File: config.mk
export PLATFORM = sky130hd
export DESIGN_NAME = multi_level_priority_fifo
export DESIGN_NICKNAME = d
export VERILOG_FILES = /design/src/rtl/mlpf_pkg.sv /design/src/rtl/mlpf_ram.sv /design/src/rtl/mlpf_fifo.sv /design/src/rtl/mlpf_front.sv /design/src/rtl/mlpf_back.sv /design/src/rtl/multi_level_priority_fifo.sv
export SDC_FILE = /design/constraint.sdc
export NUM_CORES = 2
export LEC_CHECK = 0
export BUFFER_PORTS_ARGS = -buffer_cell sky130_fd_sc_hd__buf_2
export CORE_ASPECT_RATIO = 1.75
export CORE_MARGIN = 1
export CORE_UTILIZATION = 44
export CTS_BUF_LIST = sky130_fd_sc_hd__clkbuf_8
export DETAILED_ROUTE_END_ITERATION = 16
export PLACE_DENSITY = 0.6
export REMOVE_ABC_BUFFERS = 1
export SYNTH_ARGS = -nofsm -noshare
export SYNTH_HDL_FRONTEND = slang
export SYNTH_SLANG_ARGS = --single-unit
File: constraint.sdc
create_clock -name clk -period 5.8 [get_ports clk]
set_input_delay 1.16 -clock clk [delete_from_list [all_inputs] [get_ports clk]]
set_output_delay 1.16 -clock clk [all_outputs]
set_load 0.01 [all_outputs]
File: src/rtl/mlpf_pkg.sv
// ----------------------------------------------------------------------------
// mlpf_pkg
// Shared types and constants for the multi-level priority fifo.
// ----------------------------------------------------------------------------
package mlpf_pkg;

  localparam int NUM_LEVELS_DEF  = 10;
  localparam int LEVEL_DEPTH_DEF = 16;
  localparam int JOB_BITS_DEF    = 16;

  localparam int JOB_PORT_W   = 16;
  localparam int LEVEL_PORT_W = 4;

  localparam int MID_DEPTH = 4;
  localparam int OQ_DEPTH  = 4;

  typedef enum logic {
    OP_ADD    = 1'b0,
    OP_REMOVE = 1'b1
  } op_t;

  typedef enum logic [1:0] {
    ST_OK    = 2'd0,
    ST_EMPTY = 2'd1,
    ST_FULL  = 2'd2
  } status_t;

  typedef enum logic [1:0] {
    CMD_NONE  = 2'd0,
    CMD_WRITE = 2'd1,
    CMD_READ  = 2'd2
  } cmd_kind_t;

  typedef struct packed {
    cmd_kind_t                 kind;
    logic [LEVEL_PORT_W-1:0]   level;
    status_t                   status;
    logic                      all_empty;
  } cmd_info_t;

  typedef struct packed {
    logic [JOB_PORT_W-1:0]     job;
    logic [LEVEL_PORT_W-1:0]   level;
    status_t                   status;
    logic                      all_empty;
  } result_t;

endpackage

File: src/rtl/mlpf_ram.sv
// ----------------------------------------------------------------------------
// mlpf_ram
// Generic simple dual-port RAM, one write port, one registered read port.
// ----------------------------------------------------------------------------
module mlpf_ram #(
  parameter int WIDTH = 16,
  parameter int DEPTH = 16
) (
  input  logic                     clk,
  input  logic                     we,
  input  logic [$clog2(DEPTH)-1:0] waddr,
  input  logic [WIDTH-1:0]         wdata,
  input  logic                     re,
  input  logic [$clog2(DEPTH)-1:0] raddr,
  output logic [WIDTH-1:0]         rdata
);

  logic [WIDTH-1:0] mem_r [DEPTH];
  logic [WIDTH-1:0] rdata_r;

  always_ff @(posedge clk) begin
    if (we) begin
      mem_r[waddr] <= wdata;
    end
    if (re) begin
      rdata_r <= mem_r[raddr];
    end
  end

  assign rdata = rdata_r;

endmodule

File: src/rtl/mlpf_fifo.sv
// ----------------------------------------------------------------------------
// mlpf_fifo
// Small register-based queue with fill count.
// ----------------------------------------------------------------------------
module mlpf_fifo #(
  parameter int WIDTH = 8,
  parameter int DEPTH = 4
) (
  input  logic                       clk,
  input  logic                       rst_n,
  input  logic                       push,
  input  logic [WIDTH-1:0]           wdata,
  output logic                       full,
  input  logic                       pop,
  output logic [WIDTH-1:0]           rdata,
  output logic                       empty,
  output logic [$clog2(DEPTH+1)-1:0] count
);

  localparam int PTR_W = (DEPTH > 1) ? $clog2(DEPTH) : 1;
  localparam int CNT_W = $clog2(DEPTH+1);

  logic [WIDTH-1:0] mem_r [DEPTH];
  logic [PTR_W-1:0] wr_ptr_r, wr_ptr_nxt;
  logic [PTR_W-1:0] rd_ptr_r, rd_ptr_nxt;
  logic [CNT_W-1:0] cnt_r, cnt_nxt;
  logic             do_push, do_pop;

  function automatic logic [PTR_W-1:0] bump(input logic [PTR_W-1:0] p);
    return (p == PTR_W'(DEPTH-1)) ? '0 : p + 1'b1;
  endfunction

  assign full    = (cnt_r == CNT_W'(DEPTH));
  assign empty   = (cnt_r == '0);
  assign do_push = push & ~full;
  assign do_pop  = pop & ~empty;

  assign wr_ptr_nxt = do_push ? bump(wr_ptr_r) : wr_ptr_r;
  assign rd_ptr_nxt = do_pop ? bump(rd_ptr_r) : rd_ptr_r;

  always_comb begin
    cnt_nxt = cnt_r;
    if (do_push && !do_pop) begin
      cnt_nxt = cnt_r + 1'b1;
    end else if (do_pop && !do_push) begin
      cnt_nxt = cnt_r - 1'b1;
    end
  end

  always_ff @(posedge clk) begin
    if (!rst_n) begin
      wr_ptr_r <= '0;
      rd_ptr_r <= '0;
      cnt_r    <= '0;
    end else begin
      wr_ptr_r <= wr_ptr_nxt;
      rd_ptr_r <= rd_ptr_nxt;
      cnt_r    <= cnt_nxt;
    end
  end

  always_ff @(posedge clk) begin
    if (do_push) begin
      mem_r[wr_ptr_r] <= wdata;
    end
  end

  assign rdata = mem_r[rd_ptr_r];
  assign count = cnt_r;

endmodule

File: src/rtl/mlpf_front.sv
// ----------------------------------------------------------------------------
// mlpf_front
// Per-level pointers and counts; classifies each item into a store command.
// ----------------------------------------------------------------------------
module mlpf_front #(
  parameter int NUM_LEVELS  = mlpf_pkg::NUM_LEVELS_DEF,
  parameter int LEVEL_DEPTH = mlpf_pkg::LEVEL_DEPTH_DEF,
  parameter int JOB_BITS    = mlpf_pkg::JOB_BITS_DEF
) (
  input  logic                                   clk,
  input  logic                                   rst_n,
  input  logic                                   acc,
  input  logic                                   op,
  input  logic [mlpf_pkg::JOB_PORT_W-1:0]        job_in,
  input  logic [mlpf_pkg::LEVEL_PORT_W-1:0]      prio_level,
  output mlpf_pkg::cmd_info_t                    cmd_info,
  output logic [$clog2(NUM_LEVELS)+$clog2(LEVEL_DEPTH)-1:0] cmd_addr,
  output logic [JOB_BITS-1:0]                    cmd_job
);

  localparam int LVL_W = $clog2(NUM_LEVELS);
  localparam int PTR_W = $clog2(LEVEL_DEPTH);
  localparam int CNT_W = $clog2(LEVEL_DEPTH+1);

  logic [PTR_W-1:0] head_r [NUM_LEVELS];
  logic [PTR_W-1:0] head_nxt [NUM_LEVELS];
  logic [PTR_W-1:0] tail_r [NUM_LEVELS];
  logic [PTR_W-1:0] tail_nxt [NUM_LEVELS];
  logic [CNT_W-1:0] cnt_r [NUM_LEVELS];
  logic [CNT_W-1:0] cnt_nxt [NUM_LEVELS];

  logic [NUM_LEVELS-1:0] ne_w, full_w, last_w, ne_after;
  logic [LVL_W-1:0]      top_lvl, add_lvl;
  logic                  is_add, add_ok, rem_ok, any_ne;

  function automatic logic [PTR_W-1:0] next_slot(input logic [PTR_W-1:0] p);
    return (p == PTR_W'(LEVEL_DEPTH-1)) ? '0 : p + 1'b1;
  endfunction

  always_comb begin
    for (int i = 0; i < NUM_LEVELS; i++) begin
      ne_w[i]   = (cnt_r[i] != '0);
      full_w[i] = (cnt_r[i] == CNT_W'(LEVEL_DEPTH));
      last_w[i] = (cnt_r[i] == CNT_W'(1));
    end
  end

  // highest non-empty level
  always_comb begin
    top_lvl = '0;
    for (int i = 0; i < NUM_LEVELS; i++) begin
      if (ne_w[i]) begin
        top_lvl = LVL_W'(i);
      end
    end
  end

  // out-of-range levels saturate to the top level
  assign add_lvl = (int'(prio_level) >= NUM_LEVELS) ? LVL_W'(NUM_LEVELS-1)
                                                    : LVL_W'(prio_level);

  assign is_add = (op == mlpf_pkg::OP_ADD);
  assign any_ne = |ne_w;
  assign add_ok = acc & is_add & ~full_w[add_lvl];
  assign rem_ok = acc & ~is_add & any_ne;

  always_comb begin
    ne_after = ne_w;
    if (is_add && !full_w[add_lvl]) begin
      ne_after[add_lvl] = 1'b1;
    end
    if (!is_add && any_ne && last_w[top_lvl]) begin
      ne_after[top_lvl] = 1'b0;
    end
  end

  always_comb begin
    cmd_info.all_empty = ~|ne_after;
    cmd_info.level     = '0;
    if (is_add) begin
      cmd_addr = {add_lvl, tail_r[add_lvl]};
      if (full_w[add_lvl]) begin
        cmd_info.kind   = mlpf_pkg::CMD_NONE;
        cmd_info.status = mlpf_pkg::ST_FULL;
      end else begin
        cmd_info.kind   = mlpf_pkg::CMD_WRITE;
        cmd_info.status = mlpf_pkg::ST_OK;
      end
    end else begin
      cmd_addr = {top_lvl, head_r[top_lvl]};
      if (any_ne) begin
        cmd_info.kind   = mlpf_pkg::CMD_READ;
        cmd_info.status = mlpf_pkg::ST_OK;
        cmd_info.level  = mlpf_pkg::LEVEL_PORT_W'(top_lvl);
      end else begin
        cmd_info.kind   = mlpf_pkg::CMD_NONE;
        cmd_info.status = mlpf_pkg::ST_EMPTY;
      end
    end
  end

  assign cmd_job = JOB_BITS'(job_in);

  always_comb begin
    for (int i = 0; i < NUM_LEVELS; i++) begin
      head_nxt[i] = head_r[i];
      tail_nxt[i] = tail_r[i];
      cnt_nxt[i]  = cnt_r[i];
      if (add_ok && add_lvl == LVL_W'(i)) begin
        tail_nxt[i] = next_slot(tail_r[i]);
        cnt_nxt[i]  = cnt_r[i] + 1'b1;
      end
      if (rem_ok && top_lvl == LVL_W'(i)) begin
        head_nxt[i] = next_slot(head_r[i]);
        cnt_nxt[i]  = cnt_r[i] - 1'b1;
      end
    end
  end

  always_ff @(posedge clk) begin
    if (!rst_n) begin
      for (int i = 0; i < NUM_LEVELS; i++) begin
        head_r[i] <= '0;
        tail_r[i] <= '0;
        cnt_r[i]  <= '0;
      end
    end else begin
      for (int i = 0; i < NUM_LEVELS; i++) begin
        head_r[i] <= head_nxt[i];
        tail_r[i] <= tail_nxt[i];
        cnt_r[i]  <= cnt_nxt[i];
      end
    end
  end

  generate
    for (genvar g = 0; g < NUM_LEVELS; g++) begin : g_chk
      a_cnt_bound: assert property (@(posedge clk) disable iff (!rst_n)
        cnt_r[g] <= CNT_W'(LEVEL_DEPTH))
        else $error("level count beyond depth");
    end
  endgenerate

  a_empty_flag: assert property (@(posedge clk) disable iff (!rst_n)
    acc |=> ((ne_w == '0) == $past(cmd_info.all_empty)))
    else $error("all_empty disagrees with level counts");

endmodule

File: src/rtl/mlpf_back.sv
// ----------------------------------------------------------------------------
// mlpf_back
// Executes store commands against the job RAM and forms result items.
// ----------------------------------------------------------------------------
module mlpf_back #(
  parameter int NUM_LEVELS  = mlpf_pkg::NUM_LEVELS_DEF,
  parameter int LEVEL_DEPTH = mlpf_pkg::LEVEL_DEPTH_DEF,
  parameter int JOB_BITS    = mlpf_pkg::JOB_BITS_DEF
) (
  input  logic                                   clk,
  input  logic                                   rst_n,
  input  logic                                   cq_empty,
  input  mlpf_pkg::cmd_info_t                    cq_info,
  input  logic [$clog2(NUM_LEVELS)+$clog2(LEVEL_DEPTH)-1:0] cq_addr,
  input  logic [JOB_BITS-1:0]                    cq_job,
  output logic                                   cq_pop,
  input  logic [$clog2(mlpf_pkg::OQ_DEPTH+1)-1:0] oq_count,
  output logic                                   oq_push,
  output mlpf_pkg::result_t                      oq_data
);

  localparam int PTR_W    = $clog2(LEVEL_DEPTH);
  localparam int RAM_DEPTH = NUM_LEVELS * (2 ** PTR_W);

  logic                 issue;
  logic                 s2_valid_r, s2_valid_nxt;
  mlpf_pkg::cmd_info_t  s2_info_r;
  logic                 ram_we, ram_re;
  logic [JOB_BITS-1:0]  ram_rdata;

  // keep one result slot per command in flight
  assign issue = !cq_empty &&
                 ((int'(oq_count) + int'(s2_valid_r)) < mlpf_pkg::OQ_DEPTH);

  assign cq_pop       = issue;
  assign ram_we       = issue && (cq_info.kind == mlpf_pkg::CMD_WRITE);
  assign ram_re       = issue && (cq_info.kind == mlpf_pkg::CMD_READ);
  assign s2_valid_nxt = issue;

  mlpf_ram #(
    .WIDTH (JOB_BITS),
    .DEPTH (RAM_DEPTH)
  ) u_store (
    .clk   (clk),
    .we    (ram_we),
    .waddr (cq_addr),
    .wdata (cq_job),
    .re    (ram_re),
    .raddr (cq_addr),
    .rdata (ram_rdata)
  );

  always_ff @(posedge clk) begin
    if (!rst_n) begin
      s2_valid_r <= 1'b0;
    end else begin
      s2_valid_r <= s2_valid_nxt;
      if (issue) begin
        s2_info_r <= cq_info;
      end
    end
  end

  assign oq_push         = s2_valid_r;
  assign oq_data.job     = (s2_info_r.kind == mlpf_pkg::CMD_READ) ?
                           mlpf_pkg::JOB_PORT_W'(ram_rdata) : '0;
  assign oq_data.level   = s2_info_r.level;
  assign oq_data.status  = s2_info_r.status;
  assign oq_data.all_empty = s2_info_r.all_empty;

  a_no_overflow: assert property (@(posedge clk) disable iff (!rst_n)
    s2_valid_r |-> (int'(oq_count) < mlpf_pkg::OQ_DEPTH))
    else $error("result transfer into full queue");

  a_fail_no_access: assert property (@(posedge clk) disable iff (!rst_n)
    (s2_valid_r && s2_info_r.status != mlpf_pkg::ST_OK)
      |-> (s2_info_r.kind == mlpf_pkg::CMD_NONE && $past(!ram_we && !ram_re)))
    else $error("failed item touched the job store");

endmodule

File: src/rtl/multi_level_priority_fifo.sv
// ----------------------------------------------------------------------------
// multi_level_priority_fifo
// Job queue with per-level fifos; remove takes the oldest job of the highest
// non-empty level.
//
//   channel | ports                                            | direction
//   input   | in_push, in_full, in_op, in_job_in, in_prio_level | in
//   result  | out_pop, out_empty, out_job_out, out_level_out,   | out
//           | out_status, out_all_empty                         |
//
// One item accepted per cycle while in_full is low, one result per item; a
// result passes the command queue, the RAM read, then the result queue write.
// Throughput is set by the single job RAM port pair: one access per cycle
// while the result queue has room. Synchronous reset clears all level counts
// at once; no clearing pass. in_full rises when the command queue fills,
// which happens only when out_pop lags so far that the result queue fills.
// ----------------------------------------------------------------------------
module multi_level_priority_fifo #(
  parameter int NUM_LEVELS  = mlpf_pkg::NUM_LEVELS_DEF,
  parameter int LEVEL_DEPTH = mlpf_pkg::LEVEL_DEPTH_DEF,
  parameter int JOB_BITS    = mlpf_pkg::JOB_BITS_DEF
) (
  input  logic                              clk,
  input  logic                              rst_n,
  input  logic                              in_push,
  output logic                              in_full,
  input  logic                              in_op,
  input  logic [mlpf_pkg::JOB_PORT_W-1:0]   in_job_in,
  input  logic [mlpf_pkg::LEVEL_PORT_W-1:0] in_prio_level,
  output logic                              out_empty,
  input  logic                              out_pop,
  output logic [mlpf_pkg::JOB_PORT_W-1:0]   out_job_out,
  output logic [mlpf_pkg::LEVEL_PORT_W-1:0] out_level_out,
  output logic [1:0]                        out_status,
  output logic                              out_all_empty
);

  localparam int ADDR_W = $clog2(NUM_LEVELS) + $clog2(LEVEL_DEPTH);
  localparam int INFO_W = $bits(mlpf_pkg::cmd_info_t);
  localparam int CMD_W  = INFO_W + ADDR_W + JOB_BITS;
  localparam int RES_W  = $bits(mlpf_pkg::result_t);
  localparam int OQ_CW  = $clog2(mlpf_pkg::OQ_DEPTH+1);

  logic                  acc;
  mlpf_pkg::cmd_info_t   fe_info, cq_info;
  logic [ADDR_W-1:0]     fe_addr, cq_addr;
  logic [JOB_BITS-1:0]   fe_job, cq_job;
  logic [CMD_W-1:0]      cq_rdata;
  logic                  cq_empty, cq_pop;
  logic [OQ_CW-1:0]      oq_count;
  logic                  oq_push;
  mlpf_pkg::result_t     oq_wdata, oq_rdata;
  logic [RES_W-1:0]      oq_rbits;

  assign acc = in_push & ~in_full;

  mlpf_front #(
    .NUM_LEVELS  (NUM_LEVELS),
    .LEVEL_DEPTH (LEVEL_DEPTH),
    .JOB_BITS    (JOB_BITS)
  ) u_front (
    .clk        (clk),
    .rst_n      (rst_n),
    .acc        (acc),
    .op         (in_op),
    .job_in     (in_job_in),
    .prio_level (in_prio_level),
    .cmd_info   (fe_info),
    .cmd_addr   (fe_addr),
    .cmd_job    (fe_job)
  );

  mlpf_fifo #(
    .WIDTH (CMD_W),
    .DEPTH (mlpf_pkg::MID_DEPTH)
  ) u_cmd_q (
    .clk   (clk),
    .rst_n (rst_n),
    .push  (acc),
    .wdata ({fe_info, fe_addr, fe_job}),
    .full  (in_full),
    .pop   (cq_pop),
    .rdata (cq_rdata),
    .empty (cq_empty),
    .count ()
  );

  assign cq_info = mlpf_pkg::cmd_info_t'(cq_rdata[CMD_W-1 -: INFO_W]);
  assign cq_addr = cq_rdata[JOB_BITS +: ADDR_W];
  assign cq_job  = cq_rdata[JOB_BITS-1:0];

  mlpf_back #(
    .NUM_LEVELS  (NUM_LEVELS),
    .LEVEL_DEPTH (LEVEL_DEPTH),
    .JOB_BITS    (JOB_BITS)
  ) u_back (
    .clk      (clk),
    .rst_n    (rst_n),
    .cq_empty (cq_empty),
    .cq_info  (cq_info),
    .cq_addr  (cq_addr),
    .cq_job   (cq_job),
    .cq_pop   (cq_pop),
    .oq_count (oq_count),
    .oq_push  (oq_push),
    .oq_data  (oq_wdata)
  );

  mlpf_fifo #(
    .WIDTH (RES_W),
    .DEPTH (mlpf_pkg::OQ_DEPTH)
  ) u_res_q (
    .clk   (clk),
    .rst_n (rst_n),
    .push  (oq_push),
    .wdata (oq_wdata),
    .full  (),
    .pop   (out_pop),
    .rdata (oq_rbits),
    .empty (out_empty),
    .count (oq_count)
  );

  assign oq_rdata      = mlpf_pkg::result_t'(oq_rbits);
  assign out_job_out   = oq_rdata.job;
  assign out_level_out = oq_rdata.level;
  assign out_status    = oq_rdata.status;
  assign out_all_empty = oq_rdata.all_empty;

endmodule

# Word level (Yosys, flattened, before mapping)
# Memories as Yosys holds them, arrays and structs flattened. A register that Yosys moved wholly into a read port is not among the register bits.
# Cells that the tools add are included.
totals:
  ramBits: 2914
  output_inout_bits: 25
  mem_count: 6
  elab_cells: 385
  reg_bits: 24
  in_bits: 25
memory_table:
  columns: ["memory", "words", "word_bits", "rd", "rd_clocked_by_memory_dff", "wr", "line_no", "rtl"]
  rows:
  - ["u_back.u_store.mem_r", 160, 16, 1, 1, 1, "mlpf_ram.sv:18", "logic [WIDTH-1:0] mem_r [DEPTH];"]
  - ["u_cmd_q.mem_r", 4, 33, 1, 1, 1, "mlpf_fifo.sv:23", "logic [WIDTH-1:0] mem_r [DEPTH];"]
  - ["u_res_q.mem_r", 4, 23, 1, 1, 1, "mlpf_fifo.sv:23", null]
  - ["u_front.cnt_r", 10, 5, 10, 0, 10, "mlpf_front.sv:29", "logic [CNT_W-1:0] cnt_r [NUM_LEVELS];"]
  - ["u_front.head_r", 10, 4, 11, 0, 10, "mlpf_front.sv:25", "logic [PTR_W-1:0] head_r [NUM_LEVELS];"]
  - ["u_front.tail_r", 10, 4, 11, 0, 10, "mlpf_front.sv:27", "logic [PTR_W-1:0] tail_r [NUM_LEVELS];"]
op_classes:
  muxes: 140
  n_lt_le_gt_ge: 6
  eq_ne: 67
  bitwise_logic: 48
  addsub: 49
  reduce_logical: 58
op_table:
  columns: ["operator", "n"]
  rows:
  - ["4-bit 2-to-1 mux", 65]
  - ["5-bit 2-to-1 mux", 30]
  - ["4-bit equality test, second input constant", 24]
  - ["4-bit by 1-bit adder with 4-bit output, second input constant", 20]
  - ["5-bit by 1-bit adder with 5-bit output, second input constant", 10]
  - ["5-bit by 1-bit equality test with 1-bit output, second input constant", 10]
  - ["5-bit equality test, second input constant", 10]
  - ["5-bit nonzero test", 10]
  - ["5-bit by 1-bit subtractor with 5-bit output, second input constant", 10]
  - ["4-bit by 3-bit equality test with 1-bit output, second input constant", 8]
  - ["1-bit logical AND", 32]
  - ["32-bit by 4-bit less-than comparator with 1-bit output, second input constant", 1]
  - ["1-bit bitwise OR", 30]
  - ["2-bit 2-to-1 mux", 14]
  - ["3-bit 2-to-1 mux", 8]
  - ["10-bit 2-to-1 mux", 2]
  - ["10-bit OR reduction", 2]
  - ["4-bit by 2-bit equality test with 1-bit output, second input constant", 4]
  - ["16-bit 2-to-1 mux", 1]
  - ["1-bit 2-to-1 mux", 15]
  - ["2-bit equality test, second input constant", 6]
  - ["10-bit AND", 1]
  - ["4-bit by 5-bit less-than comparator with 1-bit output, second input constant", 2]
  - ["10-bit NOT", 1]
  - ["20 further kinds", 52]

# Depth between registers and ports, before layout
# An unclocked memory read counts as a cell.
logic_depth:
  ltp_word: 20
  depth_mapped: 14
  ltp_nobuf: 11

# By module
# A second synthesis with hierarchy kept.
unflattened:
  cells_unflattened: 5912
  hier_area_um2: 117622.8
by_module_without_submodules:
  columns: ["module", "cells_per_inst", "n_inst", "area_per_inst_um2"]
  rows:
  - ["mlpf_ram", 4422, 1, 99163.9]
  - ["mlpf_front", 1052, 1, 8821.0]
  - ["mlpf_fifo at u_cmd_q", 224, 1, 5288.8]
  - ["mlpf_fifo at u_res_q", 171, 1, 3829.9]
  - ["mlpf_back", 42, 1, 505.5]
  - ["multi_level_priority_fifo", 1, 1, 13.8]

# Worst setup path before layout
# No wires, ideal clock.
synth_timing:
  kind: "input-to-reg"
  from: "input in_prio_level[1] in the netlist's numbering"
  to: "memory u_cmd_q.mem_r[0][24] in the netlist's numbering, data pin"
  stages: 9
  setup_slack_ns: 2.057
  t_required_ns: 5.595
  arrival_ns: 3.537
  cell_sequence: "buf_2 -> o21a_1 -> nor2_2 -> mux2_2 -> a221oi_4 -> nor2_1 -> a2111oi_2 -> a21oi_1 -> nor4b_2"
synth_rtl:
  columns: ["element", "line_no", "rtl"]
  rows:
  - ["start, declared", "multi_level_priority_fifo.sv:29", "input logic [mlpf_pkg::LEVEL_PORT_W-1:0] in_prio_level,"]
  - ["end, declared", "mlpf_fifo.sv:23", null]

==> flow_summary_export.csv <==
group,metric,value,unit
power,pwr-share-clk,0.220,
grt,grt-ovfl-total,0,
route,routed_wirelength,387000,um
sta,setup_viol,0,
final_layout,utilization,0.496,
sta,whs,0.342,ns
clock_network,cts_sinks,2958,
route,viasPerCell,6.07,
route,route.detailed.drc,0,
worst_setup_path,worst_ep_arrival_time,6.15,ns
yosys,synth.avg_cell_area,15.1,sq um
sta,final.min_clock_period,5.25,ns
route,drtAntennaViolNets,0,
power,ir_worst_vdd,0.402,mV
grt,grt_antenna_before_repair,18,
placed_design,place.gp.congestion,0.983,
clock_network,htree_num_levels,5,
clock_network,cts_buffers,404,
route,drt_iter0_drc,7846,
worst_setup_path,required,6.70,ns
yosys,synth_seq_cells,2958,
yosys,ys_types,105,
sta,max_freq,191,MHz
sta,fin_skew,0.0929,ns
power,switching_share,0.402,
flow_run,drv_cap,0,
route,drt_first_pass_iters,6,
sta,maxSlewViolCount,0,
placed_design,dp_slack,0.723,ns
route,wl_per_cell,31.7,um
floorplanning,core_area,269000,sq um
final_layout,layout.nets,8408,
min_path,hold_path_depth,1,
power,powerDensity,524,nW/um^2
min_path,hp-class,"in -> reg",
floorplanning,pin_count,50,
yosys,postSynthCellCount,7875,
floorplanning,rows,252,
clock_network,path_clk_slew,0.08,ns
final_layout,fillers,22600,
clock_network,ctsResizeCount,0,
placed_design,port_buffers,49,
yosys,synthesis.area,119000,sq um
power,p_total,69.9,mW
floorplanning,die_y,690,um
power,pwr-share-seq,0.388,
sta,finalSetupTns,0,ns
sta,finalCritPeriodShare,0.905,
worst_setup_path,critical_path_class,"reg -> reg",
final_layout,syn_to_final_growth,12.1,%
grt,grt_use_total,0.278,
yosys,ys.flop_type,"edfxtp_1",
worst_setup_path,r2r_cells,9,
clock_network,clk_path_buf_depth,4,
worst_setup_path,crit_path_start_kind,"register",
sta,slew_headroom,0.0376,
sta,finalHoldViolCount,0,
sta,rsz0062_at_grt,"no",
power,power_switching,28.1,mW
floorplanning,die-width,395,um
worst_setup_path,endpoint_kind,"register",
clock_network,postCtsSetupBuffers,0,
clock_network,clk_latency,1.08,ns
outcome,status,"finished clean",
worst_setup_path,crit_path_max_incr_delay,1.09,ns
clock_network,hold_buffers,0,
sta,worstMarginPinSlew,1.41,ns
clock_network,cts_tree,"built",
final_layout,drive_gt1_frac,0.161,
floorplanning,start_util,0.442,
grt,grt_pass1_wl,540000,um
worst_setup_path,worstPathCellList,"mux4_4 > nand2_1 > buf_12 > buf_4 > a21oi_1 > nor3_1 > a21o_1 > a21oi_1 > o31ai_1",
yosys,synth_edf_count,2809,
placed_design,hpwl,248000,um
power,p_leak,43.8,nW
clock_network,root_buffer,"clkbuf_8",
yosys,yosysWarnings,0,
worst_setup_path,cpMostUsedCell,"a21oi_1",
power,combPwrFrac,0.393,
grt,grt_pass1_vias,73600,
sta,layout_setup_ws,0.551,ns
worst_setup_path,slowest_stage,"nor3_1",
worst_setup_path,critical_path.max_fanout,34,
power,p_int,41.8,mW
yosys,ys_seq_area_frac,0.734,
route,vias,74100,
grt,grt_max_degree,161,
floorplanning,die_area,273000,sq um
yosys,synth-async-reset-ratio,0,
cell usage after synthesis (all sizes together), types with 56 or more instances:
library cell  instances  area share
edfxtp             2809        0.71
nand2              1374       0.043
nor2                356       0.011
nand3               315       0.013
buf                 285       0.013
and2                269       0.014
a211oi              254       0.016
mux4                240       0.045
mux2i               222       0.019
a21oi               210      0.0088
clkbuf              203      0.0064
a31oi               202       0.011
dfxtp               149       0.025
o22ai                94      0.0049
a311oi               93      0.0068
o21ai                81      0.0034
ha                   68      0.0072
nor3                 62      0.0029
nor4                 56      0.0034
state kept, by name, indices dropped and copies added (netlist names), named ones only:
signal	flops
u_back.oq_data	7
u_res_q.rd_ptr_r	2
u_back.u_store.rdata	16
u_front.head_r	40
u_front.cnt_r	50
u_back.u_store.mem_r	2560
u_back.oq_push	1
u_front.tail_r	40
u_res_q.mem_r	92
u_cmd_q.rd_ptr_r	2
u_res_q.count	3
u_cmd_q.mem_r	132
u_cmd_q.count	3
u_cmd_q.wr_ptr_r	2
u_back.s2_info_r	2
u_res_q.wr_ptr_r	2
routing by layer:
metal  up-vias  wire length, um  GRT usage  part of all wire
met4        20            35800      0.224             0.093
met1     37800           127000      0.302              0.33
met3      1134            29500     0.0467             0.076
met2      3844           195000      0.480              0.50
met5         -              152          0           0.00039
li1      31200                -          -                 -
critical path, delay by kind of cell (launching register included):
kind	cells	cell delay, ns
buf+inv	2	0.54
simple gates	2	1.90
compound gates	4	0.99
mux	1	1.08
flops	1	0.49
layout make-up:
type / instances / area, sq um / share of cell area
Tap cell: 3556 / 4450 / 0.0334
Inverter: 32 / 123 / 0.000919
Antenna cell: 10 / 25.0 / 0.000188
Multi-Input combinational cell: 4397 / 29500 / 0.221
Sequential cell: 2958 / 87300 / 0.655
Clock inverter: 307 / 1700 / 0.0128
Timing Repair Buffer: 520 / 4470 / 0.0335
Clock buffer: 422 / 5810 / 0.0435
power by group through the flow:
| stage | registers (mW) | clock network (mW) | logic [mW] |
|---|---|---|---|
| after detailed placement | 27.5 | 0 | 27.0 |
| after global placement | 27.5 | 0 | 26.7 |
| after floorplan | 27.5 | 0 | 13.9 |
| after global routing | 27.1 | 16.4 | 28.2 |
| final | 27.1 | 15.4 | 27.5 |
| after CTS | 27.1 | 15.6 | 27.0 |
final timing paths:
check,from,slack (ns),to
min,in_job_in[4],0.34,u_cmd_q.mem_r[3][4]$_DFFE_PP_
min reg2reg,u_front.tail_r[0][3]$_SDFFE_PN0P_,0.51,u_front.tail_r[0][3]$_SDFFE_PN0P_
max reg2reg,register,0.55,u_back.u_store.rdata[14]$_DFFE_PP_
max,register,0.55,u_back.u_store.rdata[14]$_DFFE_PP_
logic make-up after synthesis:
group | Yosys count | synth area share
XOR/XNOR | 54 | 0.00397
AO/OA/AOI/OAI | 1162 | 0.0674
AND/OR/NAND/NOR | 2635 | 0.101
multiplexers | 476 | 0.0655
adder cells (fa/ha/maj) | 70 | 0.00749
buffers and inverters | 520 | 0.0208
flip-flops | 2958 | 0.734
placed cells by master (no fill, tap or decap), types with 52 or more instances in the layout:
| cell | Yosys | final |
|---|---|---|
| edfxtp_1 | 2809 | 2809 |
| nand2_1 | 1373 | 1371 |
| clkbuf_8 | 0 | 422 |
| buf_4 | 53 | 415 |
| nand3_1 | 315 | 315 |
| nor2_1 | 352 | 302 |
| a211oi_1 | 252 | 252 |
| mux2i_1 | 222 | 222 |
| mux4_2 | 238 | 219 |
| a21oi_1 | 210 | 209 |
| a31oi_1 | 202 | 202 |
| inv_1 | 29 | 150 |
| dfxtp_1 | 149 | 146 |
| and2_0 | 142 | 142 |
| and2_1 | 127 | 122 |
| clkinv_1 | 2 | 110 |
| o22ai_1 | 94 | 94 |
| a311oi_1 | 93 | 93 |
| o21ai_0 | 78 | 78 |
| ha_1 | 68 | 68 |
| nor3_1 | 58 | 57 |
| buf_12 | 0 | 55 |
| a22oi_1 | 53 | 53 |
| nor2_2 | 3 | 52 |
per-stage QoR:
step	std cells	cell area, sq um
2_1_floorplan	7387	117000
5_1_grt	12200	133000
3_5_place_dp	11500	126000
3_3_place_gp	11500	126000
4_1_cts	12200	133000
6_report	12200	133000
Note: power is estimated with default switching activity, not from simulation.
